===== src/sv/sbus_pkg.sv =====
`timescale 1ns / 1ps
// Shared constants and types for the SBUS frame decoder.
// No dependencies; used by sbus_frame_decoder and its testbench.
package sbus_pkg;

  localparam int unsigned ByteW      = 8;
  localparam int unsigned PayloadLen = 22;
  localparam int unsigned PayloadAw  = $clog2(PayloadLen);
  localparam int unsigned FrameLen   = 25;
  localparam int unsigned PosW       = 5;
  localparam int unsigned ChanW      = 4;
  localparam int unsigned ChanBits   = 11;
  localparam int unsigned AccW       = ChanBits + ByteW - 1;
  localparam int unsigned CntW       = 5;

  localparam logic [ByteW-1:0] StartByte = 8'h0F;
  localparam logic [ByteW-1:0] EndByte   = 8'h00;

  localparam logic [PosW-1:0] PosHunt  = 5'd0;
  localparam logic [PosW-1:0] PosFirst = 5'd1;
  localparam logic [PosW-1:0] PosLastPayload = 5'd22;
  localparam logic [PosW-1:0] PosFlags = 5'd23;
  localparam logic [PosW-1:0] PosEnd   = 5'd24;
  localparam logic [PosW-1:0] PosLimit = 5'd25;

  localparam logic [ChanW-1:0] LastChan = 4'd15;

  typedef enum logic [1:0] {
    StRun,
    StRead,
    StLoad,
    StEmit
  } state_e;

endpackage


===== src/sv/sbus_ram.sv =====
`timescale 1ns / 1ps
// Generic single-write, single-read RAM with a registered read port.
// No dependencies.
module sbus_ram #(
  parameter int unsigned Width = 8,
  parameter int unsigned Depth = 22
) (
  input  logic                     clk_i,
  input  logic                     we_i,
  input  logic [$clog2(Depth)-1:0] waddr_i,
  input  logic [Width-1:0]         wdata_i,
  input  logic [$clog2(Depth)-1:0] raddr_i,
  output logic [Width-1:0]         rdata_o
);

  logic [Width-1:0] mem_q [Depth];
  logic [Width-1:0] rdata_q;

  always_ff @(posedge clk_i) begin
    if (we_i) begin
      mem_q[waddr_i] <= wdata_i;
    end
    rdata_q <= mem_q[raddr_i];
  end

  assign rdata_o = rdata_q;

endmodule


===== src/sv/sbus_frame_decoder.sv =====
`timescale 1ns / 1ps
// SBUS frame decoder top level: byte framing, payload store and serial unpacker.
// Depends on sbus_pkg and sbus_ram.
// Bytes are taken one per cycle while framing. After a good end byte the
// sequencer alternates a read state and a load state per payload byte from one
// RAM read port into an 18-bit shift accumulator, and an emit state registers
// each channel word, waiting while the output stalls. No byte is taken
// during unpacking. Reset clears the framing position, sequencer and output valid.
module sbus_frame_decoder (
  input  logic                       clk_i,
  input  logic                       rst_ni,
  input  logic                       in_valid_i,
  output logic                       in_ready_o,
  input  logic [sbus_pkg::ByteW-1:0] rx_byte_i,
  output logic                       out_valid_o,
  input  logic                       out_ready_i,
  output logic [3:0]                 channel_o,
  output logic [10:0]                position_o,
  output logic                       last_o
);

  sbus_pkg::state_e state_q, state_d;

  logic [sbus_pkg::PosW-1:0]      pos_q, pos_d;
  logic [sbus_pkg::PayloadAw-1:0] rd_addr_q, rd_addr_d;
  logic [sbus_pkg::AccW-1:0]      acc_q, acc_d;
  logic [sbus_pkg::CntW-1:0]      cnt_q, cnt_d;
  logic [sbus_pkg::ChanW-1:0]     chan_q, chan_d;

  logic        out_valid_q, out_valid_d;
  logic [3:0]  channel_q, channel_d;
  logic [10:0] position_q, position_d;
  logic        last_q, last_d;

  logic                           in_go;
  logic                           emit_go;
  logic                           ram_we;
  logic [sbus_pkg::PayloadAw-1:0] ram_waddr;
  logic [sbus_pkg::ByteW-1:0]     ram_rdata;

  sbus_ram #(
    .Width(sbus_pkg::ByteW),
    .Depth(sbus_pkg::PayloadLen)
  ) u_payload_ram (
    .clk_i  (clk_i),
    .we_i   (ram_we),
    .waddr_i(ram_waddr),
    .wdata_i(rx_byte_i),
    .raddr_i(rd_addr_q),
    .rdata_o(ram_rdata)
  );

  assign in_ready_o = (state_q == sbus_pkg::StRun);
  assign in_go      = in_valid_i && in_ready_o;
  assign emit_go    = (state_q == sbus_pkg::StEmit) && (!out_valid_q || out_ready_i);
  assign ram_waddr  = sbus_pkg::PayloadAw'(pos_q - sbus_pkg::PosFirst);

  always_comb begin
    state_d     = state_q;
    pos_d       = pos_q;
    rd_addr_d   = rd_addr_q;
    acc_d       = acc_q;
    cnt_d       = cnt_q;
    chan_d      = chan_q;
    ram_we      = 1'b0;
    out_valid_d = out_valid_q;
    channel_d   = channel_q;
    position_d  = position_q;
    last_d      = last_q;

    if (out_ready_i) begin
      out_valid_d = 1'b0;
    end

    case (state_q)
      sbus_pkg::StRun: begin
        if (in_go) begin
          if (pos_q == sbus_pkg::PosHunt || pos_q >= sbus_pkg::PosLimit) begin
            pos_d = (rx_byte_i == sbus_pkg::StartByte) ? sbus_pkg::PosFirst
                                                       : sbus_pkg::PosHunt;
          end else if (pos_q <= sbus_pkg::PosLastPayload) begin
            ram_we = 1'b1;
            pos_d  = pos_q + 5'd1;
          end else if (pos_q == sbus_pkg::PosFlags) begin
            pos_d = sbus_pkg::PosEnd;
          end else begin
            pos_d = sbus_pkg::PosHunt;
            if (rx_byte_i == sbus_pkg::EndByte) begin
              state_d   = sbus_pkg::StRead;
              rd_addr_d = '0;
              acc_d     = '0;
              cnt_d     = '0;
              chan_d    = '0;
            end
          end
        end
      end
      sbus_pkg::StRead: begin
        state_d = sbus_pkg::StLoad;
      end
      sbus_pkg::StLoad: begin
        acc_d     = acc_q | (sbus_pkg::AccW'(ram_rdata) << cnt_q);
        cnt_d     = cnt_q + 5'd8;
        rd_addr_d = rd_addr_q + 1'b1;
        state_d   = (cnt_d >= 5'd11) ? sbus_pkg::StEmit : sbus_pkg::StRead;
      end
      sbus_pkg::StEmit: begin
        if (emit_go) begin
          out_valid_d = 1'b1;
          channel_d   = chan_q;
          position_d  = acc_q[10:0];
          last_d      = (chan_q == sbus_pkg::LastChan);
          acc_d       = acc_q >> sbus_pkg::ChanBits;
          cnt_d       = cnt_q - 5'd11;
          chan_d      = chan_q + 1'b1;
          if (chan_q == sbus_pkg::LastChan) begin
            state_d = sbus_pkg::StRun;
          end else begin
            state_d = (cnt_d >= 5'd11) ? sbus_pkg::StEmit : sbus_pkg::StRead;
          end
        end
      end
      default: begin
        state_d = sbus_pkg::StRun;
      end
    endcase
  end

  always_ff @(posedge clk_i or negedge rst_ni) begin
    if (!rst_ni) begin
      state_q     <= sbus_pkg::StRun;
      pos_q       <= sbus_pkg::PosHunt;
      rd_addr_q   <= '0;
      cnt_q       <= '0;
      chan_q      <= '0;
      out_valid_q <= 1'b0;
    end else begin
      state_q     <= state_d;
      pos_q       <= pos_d;
      rd_addr_q   <= rd_addr_d;
      cnt_q       <= cnt_d;
      chan_q      <= chan_d;
      out_valid_q <= out_valid_d;
    end
  end

  always_ff @(posedge clk_i) begin
    acc_q      <= acc_d;
    channel_q  <= channel_d;
    position_q <= position_d;
    last_q     <= last_d;
  end

  assign out_valid_o = out_valid_q;
  assign channel_o   = channel_q;
  assign position_o  = position_q;
  assign last_o      = last_q;

  // The payload holds exactly sixteen words, so reads never run past its end.
  a_read_in_range: assert property (@(posedge clk_i) disable iff (!rst_ni)
    state_q == sbus_pkg::StLoad |-> rd_addr_q < sbus_pkg::PayloadAw'(sbus_pkg::PayloadLen))
    else $error("payload read beyond the stored frame");

  a_emit_has_bits: assert property (@(posedge clk_i) disable iff (!rst_ni)
    state_q == sbus_pkg::StEmit |-> cnt_q >= 5'd11)
    else $error("word emitted with too few accumulated bits");

  a_last_ends_unpack: assert property (@(posedge clk_i) disable iff (!rst_ni)
    emit_go && chan_q == sbus_pkg::LastChan |=> state_q == sbus_pkg::StRun && last_o)
    else $error("last word did not end the unpack");

  a_all_bits_used: assert property (@(posedge clk_i) disable iff (!rst_ni)
    emit_go && chan_q == sbus_pkg::LastChan |=>
      cnt_q == '0 && rd_addr_q == sbus_pkg::PayloadAw'(sbus_pkg::PayloadLen))
    else $error("unpack ended with payload bits left over");

endmodule


===== config.mk =====
export PLATFORM = sky130hd
export DESIGN_NAME = sbus_frame_decoder
export DESIGN_NICKNAME = d
export VERILOG_FILES = /design/src/sv/sbus_pkg.sv /design/src/sv/sbus_ram.sv /design/src/sv/sbus_frame_decoder.sv
export SDC_FILE = /design/constraint.sdc
export NUM_CORES = 1
export LEC_CHECK = 0
export BUFFER_PORTS_ARGS = -buffer_cell sky130_fd_sc_hd__clkbuf_2
export CAP_MARGIN = 25
export CORE_MARGIN = 10
export CORE_UTILIZATION = 40
export DETAILED_ROUTE_END_ITERATION = 8
export PLACE_DENSITY = 0.52
export SETUP_SLACK_MARGIN = 0.5
export SYNTH_ARGS = -nofsm -noshare
export SYNTH_HDL_FRONTEND = slang
export SYNTH_SLANG_ARGS = --single-unit

===== constraint.sdc =====
create_clock -name clk_i -period 4.5 [get_ports clk_i]
set_input_delay 0.9 -clock clk_i [delete_from_list [all_inputs] [get_ports clk_i]]
set_output_delay 0.9 -clock clk_i [all_outputs]
set_load 0.02 [all_outputs]

==> impl_metrics.csv, run 1 <==
group,metric,value,unit
cts,cts_tree,"yes",
finish,multi_input_area,3164,um^2
setup_path,r2r_end,"u_payload_ram.mem_q[11][3]$_DFFE_PP_",
floorplan,initial_core_util,40.94,%
cts,clockBufferDepth,3,
setup_path,r2r-start,"pos_q[0]$_DFFE_PN0P_",
place,place_congestion,0.8319,
cts,cts_max_level,1,
sta,relSlewSlack,45.43,%
routing,drc_errors,0,
yosys,synth_warnings,0,
yosys,syn_inst,653,
routing,wl_per_cell,22.40,um
cts,path_clk_slew,0.06,ns
floorplan,dieArea,32760,um^2
cts,cts_root_buf,"clkbuf_16",
floorplan,die_h,181.0,um
setup_path,arrival,3.22,ns
global_route,grt.overflow.total,0,
place,dp_cells,1005,
sta,hold_violations,0,
sta,hold_slack,0.3549,ns
routing,via_per_inst,5.592,
yosys,ys_ff_latch,240,
routing,firstDrtPassIters,5,
sta,period_minus_slack,3.045,ns
place,place_hpwl,15110,um
sta,finalSetupViolations,0,
yosys,synth_cell_types,61,
finish,stdcell_count,1056,
yosys,synthArstFlopShare,9.167,%
cts,hold_buffers,0,
setup_path,regToRegSetupSlack,1.46,ns
setup_path,worstPathRequired,4.67,ns
cts,cts_setup_buffers,0,
finish,areaGrowthSynthToFinish,15.23,%
yosys,synth-edff-count,210,
sta,rsz0062_at_grt,"false",
sta,worst_clock_skew,0.01443,ns
setup_path,path_max_fanout,11,
routing,vias,5905,
sta,timing.final.crit_share,67.66,%
cts,clock_sink_count,240,
finish,layout.nets,733,
floorplan,io_pins,30,
floorplan,rows,58,
global_route,grt_pass1_vias,6085,
setup_path,cp-end-kind,"register",
global_route,grt_max_degree,53,
floorplan,die_w,181.0,um
power,p_leak,4.145,nW
yosys,synth_ff_type,"edfxtp_1",
power,ir_drop,0.4129,mV
routing,routed_wirelength,23660,um
yosys,syn_nets,681,
setup_path,cp-startpoint,"pos_q[0]$_DFFE_PN0P_",
routing,drt_iter0_drc,393,
setup_path,reg2reg_depth,7,
hold_path,hold_path_class,"in -> async",
global_route,grt_antenna_before_repair,0,
setup_path,cp-start-kind,"register",
yosys,synth_area,10370,um^2
place,port_buffers,29,
cts,cts_made_buffers,27,
sta,final-max-slew-violation-count,0,
sta,finalSetupTns,0,ns
finish,n_antenna_cell,0,
global_route,grt_use_total,14.09,%
yosys,synth_area_per_cell,15.88,um^2
yosys,seq_area_frac_synth,67.66,%
power,power.density,615.0,nW/um^2
sta,tightest_slew,0.8186,ns
setup_path,path_class,"reg -> reg",
finish,register_area,7022,um^2
run,drv_cap,0,
sta,fmax,328.4,MHz
global_route,grt_pass1_wl,36510,um
routing,antenna_left,0,
status,outcome,"finished, final reports clean",
cts,ctsResizeCount,0,
finish,n_fill_cell,2174,
finish,fin_util,47.18,%
finish,drive_above_1_share,22.31,%
floorplan,core,25330,um^2
cts,worstSkewPairLatency,0.55,ns
==> cells in the final DEF, fill, tap and decap left out, types with 6 or more instances in the layout <==
| cell | synthesis | layout |
|---|---|---|
| a21o_1 | 9 | 9 |
| a21oi_1 | 18 | 18 |
| a221o_1 | 13 | 13 |
| a22o_1 | 8 | 8 |
| a31oi_1 | 6 | 6 |
| and3_1 | 8 | 8 |
| buf_4 | 0 | 27 |
| clkbuf_16 | 0 | 27 |
| clkbuf_2 | 0 | 29 |
| clkinv_1 | 1 | 6 |
| clkinv_2 | 0 | 6 |
| dfrtp_1 | 22 | 20 |
| dfxtp_1 | 8 | 8 |
| edfxtp_1 | 210 | 210 |
| ha_1 | 16 | 16 |
| inv_1 | 9 | 9 |
| mux2_2 | 12 | 12 |
| mux2i_1 | 32 | 32 |
| mux4_2 | 41 | 41 |
| nand2_1 | 27 | 27 |
| nand2b_1 | 7 | 7 |
| nand3_1 | 7 | 7 |
| nor2_1 | 49 | 49 |
| nor3_1 | 16 | 16 |
| nor3b_1 | 8 | 8 |
| o21a_1 | 7 | 7 |
| o21ai_0 | 18 | 18 |
| o31ai_1 | 6 | 6 |
==> flip-flops by register name, summed over array words and instances (netlist names) <==
register	cells
acc_q	18
chan_q	4
channel_o	4
cnt_q	5
last_o	1
out_valid_o	1
pos_q	5
position_o	11
rd_addr_q	5
state_q	2
u_payload_ram.mem_q	176
u_payload_ram.rdata_o	8
==> worst max-delay path by stage <==
stage	end	slack, ns	cells after the start
2_1_floorplan	acc_q[0]$_DFFE_PP_	1.34	6
3_3_place_gp	acc_q[15]$_DFFE_PP_	1.28	9
3_5_place_dp	acc_q[15]$_DFFE_PP_	1.25	9
4_1_cts	u_payload_ram.mem_q[20][0]$_DFFE_PP_	1.46	8
5_1_grt	u_payload_ram.mem_q[11][3]$_DFFE_PP_	1.10	7
6_report	u_payload_ram.mem_q[11][3]$_DFFE_PP_	1.46	7
==> cells in the mapped netlist (all sizes together) (2+ instances only) <==
| cell type | n | area [um^2] |
|---|---|---|
| a22o | 8 | 70.07 |
| buf | 15 | 68.82 |
| or4 | 2 | 15.01 |
| nor2 | 49 | 183.9 |
| o21ai | 22 | 113.9 |
| a22oi | 3 | 22.52 |
| and2 | 5 | 31.28 |
| nand2b | 7 | 43.79 |
| mux2i | 32 | 320.3 |
| nor3b | 8 | 60.06 |
| or2 | 2 | 12.51 |
| a211o | 2 | 17.52 |
| a31oi | 6 | 37.54 |
| o21a | 7 | 52.55 |
| nor4 | 4 | 31.28 |
| edfxtp | 210 | 6306 |
| o32ai | 2 | 17.52 |
| a221o | 13 | 130.1 |
| nand3b | 3 | 22.52 |
| ha | 16 | 200.2 |
| dfxtp | 8 | 160.2 |
| a21o | 9 | 67.56 |
| nand4 | 3 | 18.77 |
| mux4 | 41 | 923.4 |
| mux2 | 12 | 135.1 |
| o31ai | 7 | 57.55 |
| clkbuf | 20 | 75.07 |
| dfrtp | 22 | 550.5 |
| nor3 | 16 | 80.08 |
| inv | 11 | 41.29 |
| a32oi | 2 | 17.52 |
| nand2 | 27 | 101.4 |
| nand3 | 7 | 35.03 |
| o32a | 2 | 20.02 |
| nor2b | 5 | 31.28 |
| o31a | 2 | 17.52 |
| a21oi | 18 | 90.09 |
| and3 | 8 | 50.05 |
==> critical path, cell delays in order (launching register included) <==
cell and delay (ns):
dfrtp_1 0.56, inv_1 0.18, ha_1 0.31, or4b_1 0.20, o31ai_2 0.12, nor3_1 0.42
nand2_1 0.26, nor2_1 0.61
==> stage by stage <==
| stage | setup WS [ns] | area (um^2) | power, mW |
|---|---|---|---|
| 2_1_floorplan | 1.343 | 10370 | 4.565 |
| 3_3_place_gp | 1.277 | 10990 | 5.144 |
| 3_5_place_dp | 1.254 | 11010 | 5.163 |
| 4_1_cts | 1.459 | 11920 | 7.412 |
| 5_1_grt | 1.104 | 11950 | 7.764 |
| 6_report | 1.455 | 11950 | 7.349 |
==> where the power goes <==
group	switching [mW]	total, mW	internal [mW]	leakage [nW]
Sequential	0.309	3.07	2.76	2.27
Clock	0.896	2.23	1.34	0.440
Combinational	1.13	2.04	0.918	1.43
==> layout make-up <==
cell class | instances | area share, %
clock buffer | 30 | 5.749
inverter | 12 | 0.3770
sequential | 240 | 58.76
clock inverter | 20 | 1.864
timing repair buffer | 58 | 3.309
tap | 330 | 3.455
multi-input combinational | 366 | 26.48
==> cell families after synthesis <==
family	count (synthesis)	share of synthesized area (%)
multiplexers	85	13.30
adder cells (fa/ha/maj)	16	1.930
AO/OA/AOI/OAI	113	7.879
flip-flops	240	67.66
XOR/XNOR	1	0.08447
buffers and inverters	47	1.822
AND/OR/NAND/NOR	151	7.324
==> per-layer routing <==
layer | routed length (um) | GRT usage (%) | part of all wire [%]
met4 | 587 | 3.905 | 2.5
met2 | 12130 | 24.76 | 51
met5 | 0 | 0 | 0
met3 | 903 | 2.517 | 3.8
met1 | 10040 | 17.41 | 42
Power figures use the tool's default switching activity.
==> run 2, diff against run 1 <==
Clock period 4.5 ns to 3.2 ns, I/O delays scaled along.
==> impl_metrics.csv, run 2 (synthesis results as in run 1) <==
group,metric,value,unit
cts,clockBufferDepth,3,
routing,antenna_left,0,
place,place_hpwl,15300,um
power,combPwrFrac,30.0,%
routing,drc_errors,0,
finish,n_fill_cell,2165,
power,p_leak,4.193,nW
cts,cts_tree,"yes",
cts,path_clk_slew,0.06,ns
setup_path,arrival,3.05,ns
finish,layout.nets,747,
sta,timing.final.crit_share,82.49,%
sta,hold_slack,0.1030,ns
setup_path,path_max_fanout,10,
sta,final-max-slew-violation-count,0,
place,place_congestion,0.8454,
setup_path,path_class,"in -> reg",
place,port_buffers,29,
power,power.internal,7.010,mW
floorplan,dieArea,32760,um^2
run,drv_cap,0,
cts,cts_max_level,1,
setup_path,r2r_end,"u_payload_ram.mem_q[16][5]$_DFFE_PP_",
finish,mostFrequentLayoutCells,"edfxtp_1, nor2_1, buf_4, mux4_2, mux2i_1",
sta,finalSetupTns,0,ns
setup_path,cp-start-kind,"input port",
power,netSwitchingFraction,31.99,%
setup_path,slowest_stage,"nor4_1",
routing,wl_per_cell,21.67,um
setup_path,worstPathCellList,"clkbuf_2 > nor4_1 > buf_4 > nand4_1 > o31ai_2 > buf_4 > o21ai_1 > a221o_1",
status,outcome,"finished, final reports clean",
power,pwr-share-clk,28.9,%
cts,worstSkewPairLatency,0.54,ns
finish,regMostFlops,"u_payload_ram.mem_q",
routing,routed_wirelength,23140,um
power,power.density,857.3,nW/um^2
sta,tightest_slew,0.9198,ns
setup_path,crit_top_cell,"buf_4",
routing,firstDrtPassIters,5,
setup_path,cp-end-kind,"register",
floorplan,rows,58,
global_route,grt_max_degree,44,
cts,cts_made_buffers,26,
setup_path,cp_num_buf_inv,3,
power,p_total,10.31,mW
floorplan,die_w,181.0,um
setup_path,crit_family,"simple AND/OR/NAND/NOR gates",
global_route,grt_pass1_vias,6017,
setup_path,regToRegSetupSlack,0.62,ns
global_route,grt.overflow.total,0,
finish,largest_register_ffs,176,
floorplan,die_h,181.0,um
floorplan,core,25330,um^2
sta,worst_clock_skew,0.01617,ns
power,p_switching,3.298,mW
setup_path,r2r-start,"pos_q[0]$_DFFE_PN0P_",
floorplan,io_pins,30,
setup_path,worstPathRequired,3.61,ns
setup_path,reg2reg_depth,8,
finish,fin_util,47.47,%
sta,rsz0062_at_grt,"true",
floorplan,initial_core_util,40.94,%
finish,areaGrowthSynthToFinish,15.94,%
routing,via_per_inst,5.551,
finish,final_common_cell,"edfxtp_1",
cts,clock_sink_count,240,
routing,vias,5929,
power,seq_power_share,41.1,%
sta,fmax,378.8,MHz
finish,n_antenna_cell,0,
cts,hold_buffers,0,
finish,drive_above_1_share,24.25,%
routing,drt_iter0_drc,481,
setup_path,cp_slowest_stage_delay,0.79,ns
global_route,grt_pass1_wl,36230,um
sta,finalSetupViolations,0,
sta,period_minus_slack,2.640,ns
power,ir_drop,0.4109,mV
cts,cts_root_buf,"clkbuf_16",
hold_path,hold_path_class,"in -> async",
global_route,grt_antenna_before_repair,0,
global_route,grt_use_total,13.90,%
sta,hold_violations,0,
sta,relSlewSlack,38.11,%
## run 2: per-layer routing
metal | vias up | part of all wire (%) | global-route usage, % | routed length [um]
li1 | 2740 | - | - | -
met1 | 2994 | 46 | 19.24 | 10540
met2 | 160 | 47 | 22.41 | 10960
met3 | 35 | 5.1 | 2.398 | 1184
met4 | 0 | 2.0 | 3.157 | 454
met5 | - | 0 | 0 | 0
## run 2: how the worst max path moves through the flow
stage	from	endpoint	slack, ns	cells after the start
2_1_floorplan	pos_q[0]$_DFFE_PN0P_	acc_q[0]$_DFFE_PP_	0.51	8
3_3_place_gp	rx_byte_i[5]	acc_q[1]$_DFFE_PP_	0.04	8
3_5_place_dp	rx_byte_i[5]	rd_addr_q[3]$_DFFE_PN0P_	0.005	8
4_1_cts	pos_q[0]$_DFFE_PN0P_	rd_addr_q[4]$_DFFE_PN0P_	0.50	8
5_1_grt	pos_q[0]$_DFFE_PN0P_	u_payload_ram.mem_q[4][0]$_DFFE_PP_	0.46	8
6_report	rx_byte_i[5]	rd_addr_q[4]$_DFFE_PN0P_	0.56	8
## run 2: metrics by stage
step | instance area [um^2] | cells | worst slack, ns
after floorplan | 10370 | 653 | 0.5122
after global placement | 11120 | 1020 | 0.03806
after detailed placement | 11120 | 1020 | 0.004508
after CTS | 11990 | 1067 | 0.5026
after global routing | 12020 | 1068 | 0.4618
final | 12020 | 1068 | 0.5604
## run 2: layout make-up
| type | count | area (um^2) | area share (%) |
|---|---|---|---|
| sequential | 240 | 7020 | 58.39 |
| multi-input combinational | 366 | 3177 | 26.42 |
| clock buffer | 31 | 689.4 | 5.734 |
| timing repair buffer | 73 | 508.0 | 4.225 |
| tap | 330 | 412.9 | 3.434 |
| clock inverter | 16 | 170.2 | 1.415 |
| inverter | 12 | 45.04 | 0.3746 |
## run 2: worst reg2reg max path, delay by kind of cell, from the launching register on
family                   cells  cell delay (ns)
AO/OA/AOI/OAI                1             0.17
adder cells (fa/ha/maj)      1             0.31
AND/OR/NAND/NOR              4             1.02
buffers and inverters        2             0.35
flip-flops                   1             0.49
## run 2: power groups by stage
stage	Clock, mW	Sequential, mW	Combinational, mW
3_5_place_dp	0	4.33	3.07
2_1_floorplan	0	4.21	2.21
6_report	2.98	4.23	3.09
3_3_place_gp	0	4.32	3.04
5_1_grt	3.19	4.29	3.40
4_1_cts	3.05	4.27	3.08
## run 2: timing repair
action                     4_1_cts  5_1_grt
setup endpoints to repair      176      203
resized for setup                1        3
buffers inserted                 0        0
hold endpoints to repair         0        0
==> run 3, diff against run 2 <==
Clock period 3.2 ns to 2.7 ns, I/O delays scaled along.
==> impl_metrics.csv, run 3 (synthesis results as in run 1) <==
group,metric,value,unit
sta,hold_violations,2,
sta,final-max-slew-violation-count,0,
setup_path,regToRegSetupSlack,0.27,ns
setup_path,path_class,"reg -> reg",
status,violations,"negative hold slack",
power,p_leak,4.417,nW
floorplan,io_pins,30,
setup_path,r2r_end,"acc_q[4]$_DFFE_PP_",
cts,cts_max_level,1,
finish,stdcell_count,1104,
finish,regMostFlops,"u_payload_ram.mem_q",
finish,n_fill_cell,2073,
place,place_congestion,0.8288,
sta,tightest_slew,0.8215,ns
cts,cts_tree,"yes",
place,place_hpwl,15430,um
routing,routed_wirelength,24160,um
setup_path,cp-startpoint,"pos_q[1]$_DFFE_PN0P_",
floorplan,die_h,181.0,um
sta,relSlewSlack,45.24,%
finish,mostFrequentLayoutCells,"edfxtp_1, buf_4, mux4_2, mux2i_1, clkbuf_2",
sta,fmax,411.4,MHz
floorplan,rows,58,
cts,cts_root_buf,"clkbuf_16",
global_route,grt_max_degree,44,
power,power.density,988.5,nW/um^2
power,ir_drop,0.6494,mV
sta,period_minus_slack,2.431,ns
floorplan,initial_core_util,40.94,%
global_route,grt_use_total,14.33,%
sta,hold_slack,-0.0007698,ns
floorplan,die_w,181.0,um
place,port_buffers,29,
floorplan,dieArea,32760,um^2
status,outcome,"finished, violations left",
place,post_dp_cell_area,11290,um^2
setup_path,cp-start-kind,"register",
cts,cts_made_buffers,26,
sta,rsz0062_at_grt,"true",
finish,areaGrowthSynthToFinish,23.48,%
finish,final_common_cell,"edfxtp_1",
finish,drive_above_1_share,34.63,%
finish,largest_register_ffs,176,
setup_path,r2r-start,"pos_q[1]$_DFFE_PN0P_",
global_route,grt.overflow.total,0,
finish,n_antenna_cell,0,
routing,firstDrtPassIters,5,
power,p_total,12.66,mW
hold_path,hold_path_class,"in -> async",
sta,finalSetupTns,0,ns
setup_path,cp-end-kind,"register",
cts,hold_buffers,0,
routing,antenna_left,0,
cts,clockBufferDepth,3,
place,dp_cells,1022,
routing,vias,6091,
routing,via_per_inst,5.517,
global_route,grt_pass1_wl,37420,um
sta,worst_clock_skew,0.02238,ns
finish,register_area,7024,um^2
finish,final_cell_area,12800,um^2
setup_path,path_max_fanout,9,
global_route,grt_pass1_vias,6471,
cts,clock_sink_count,240,
cts,path_clk_slew,0.06,ns
global_route,grt_antenna_before_repair,0,
sta,finalSetupViolations,0,
setup_path,reg2reg_depth,13,
finish,layout.nets,784,
cts,worstSkewPairLatency,0.55,ns
finish,multi_input_area,3538,um^2
setup_path,worstPathRequired,3.00,ns
sta,timing.final.crit_share,90.03,%
routing,wl_per_cell,21.88,um
routing,drc_errors,0,
setup_path,endpoint,"acc_q[4]$_DFFE_PP_",
routing,drt_iter0_drc,479,
setup_path,arrival,2.73,ns
floorplan,core,25330,um^2
run,drv_cap,0,
-- run 3: repair_timing --
item	4_1_cts	5_1_grt
endpoints found under the setup margin	210	210
pin swaps	26	9
setup buffers	26	7
gates resized for setup	64	30
cloned	3	0
-- run 3: area by class of cell --
cell class | count | share of cell area (%)
timing repair buffer | 110 | 7.778
multi-input combinational | 366 | 27.63
clock inverter | 15 | 0.8110
sequential | 240 | 54.86
inverter | 12 | 0.3909
clock buffer | 31 | 5.306
tap | 330 | 3.225
-- run 3: per-layer routing --
| metal | part of all wire (%) | up-vias | global-route usage [%] |
|---|---|---|---|
| met4 | 3.0 | 0 | 4.914 |
| li1 | - | 2816 | - |
| met5 | 0 | - | 0 |
| met1 | 43 | 3121 | 18.02 |
| met3 | 3.1 | 40 | 2.038 |
| met2 | 51 | 114 | 24.77 |
-- run 3: worst min-delay path by stage --
stage,startpoint,endpoint,depth (start not counted)
4_1_cts,rst_ni,pos_q[0]$_DFFE_PN0P_,1
6_report,rst_ni,pos_q[1]$_DFFE_PN0P_,1
3_5_place_dp,acc_q[6]$_DFFE_PP_,position_o[6]$_DFFE_PP_,0
3_3_place_gp,acc_q[8]$_DFFE_PP_,position_o[8]$_DFFE_PP_,0
5_1_grt,rst_ni,pos_q[0]$_DFFE_PN0P_,1
2_1_floorplan,rst_ni,chan_q[0]$_DFFE_PN0P_,0
-- run 3: critical path: stages, from the launching register on --
cell     delay, ns
dfrtp_2       0.43
buf_4         0.16
inv_4         0.08
ha_4          0.12
or4b_4        0.47
o31ai_4       0.09
buf_6         0.15
o31ai_4       0.05
buf_6         0.13
nand2_4       0.07
nor2_4        0.06
buf_4         0.13
buf_6         0.11
buf_12        0.13
-- run 3: where the power goes --
| part | total, mW | switching (mW) | internal (mW) |
|---|---|---|---|
| Clock | 3.21 | 1.41 | 1.80 |
| Combinational | 4.46 | 2.35 | 2.11 |
| Sequential | 4.99 | 0.385 | 4.60 |
-- run 3: through the flow --
stage               utilization [%]  hold WS (ns)  setup slack (ns)
detailed placement            44.57        0.4416           0.07417
floorplan                         -        0.2444            0.4443
global route                  50.56       0.03492            0.2164
finish                        50.56    -0.0007698            0.2691
CTS                           49.85      0.002071            0.3241
global placement              44.57        0.4441            0.1223
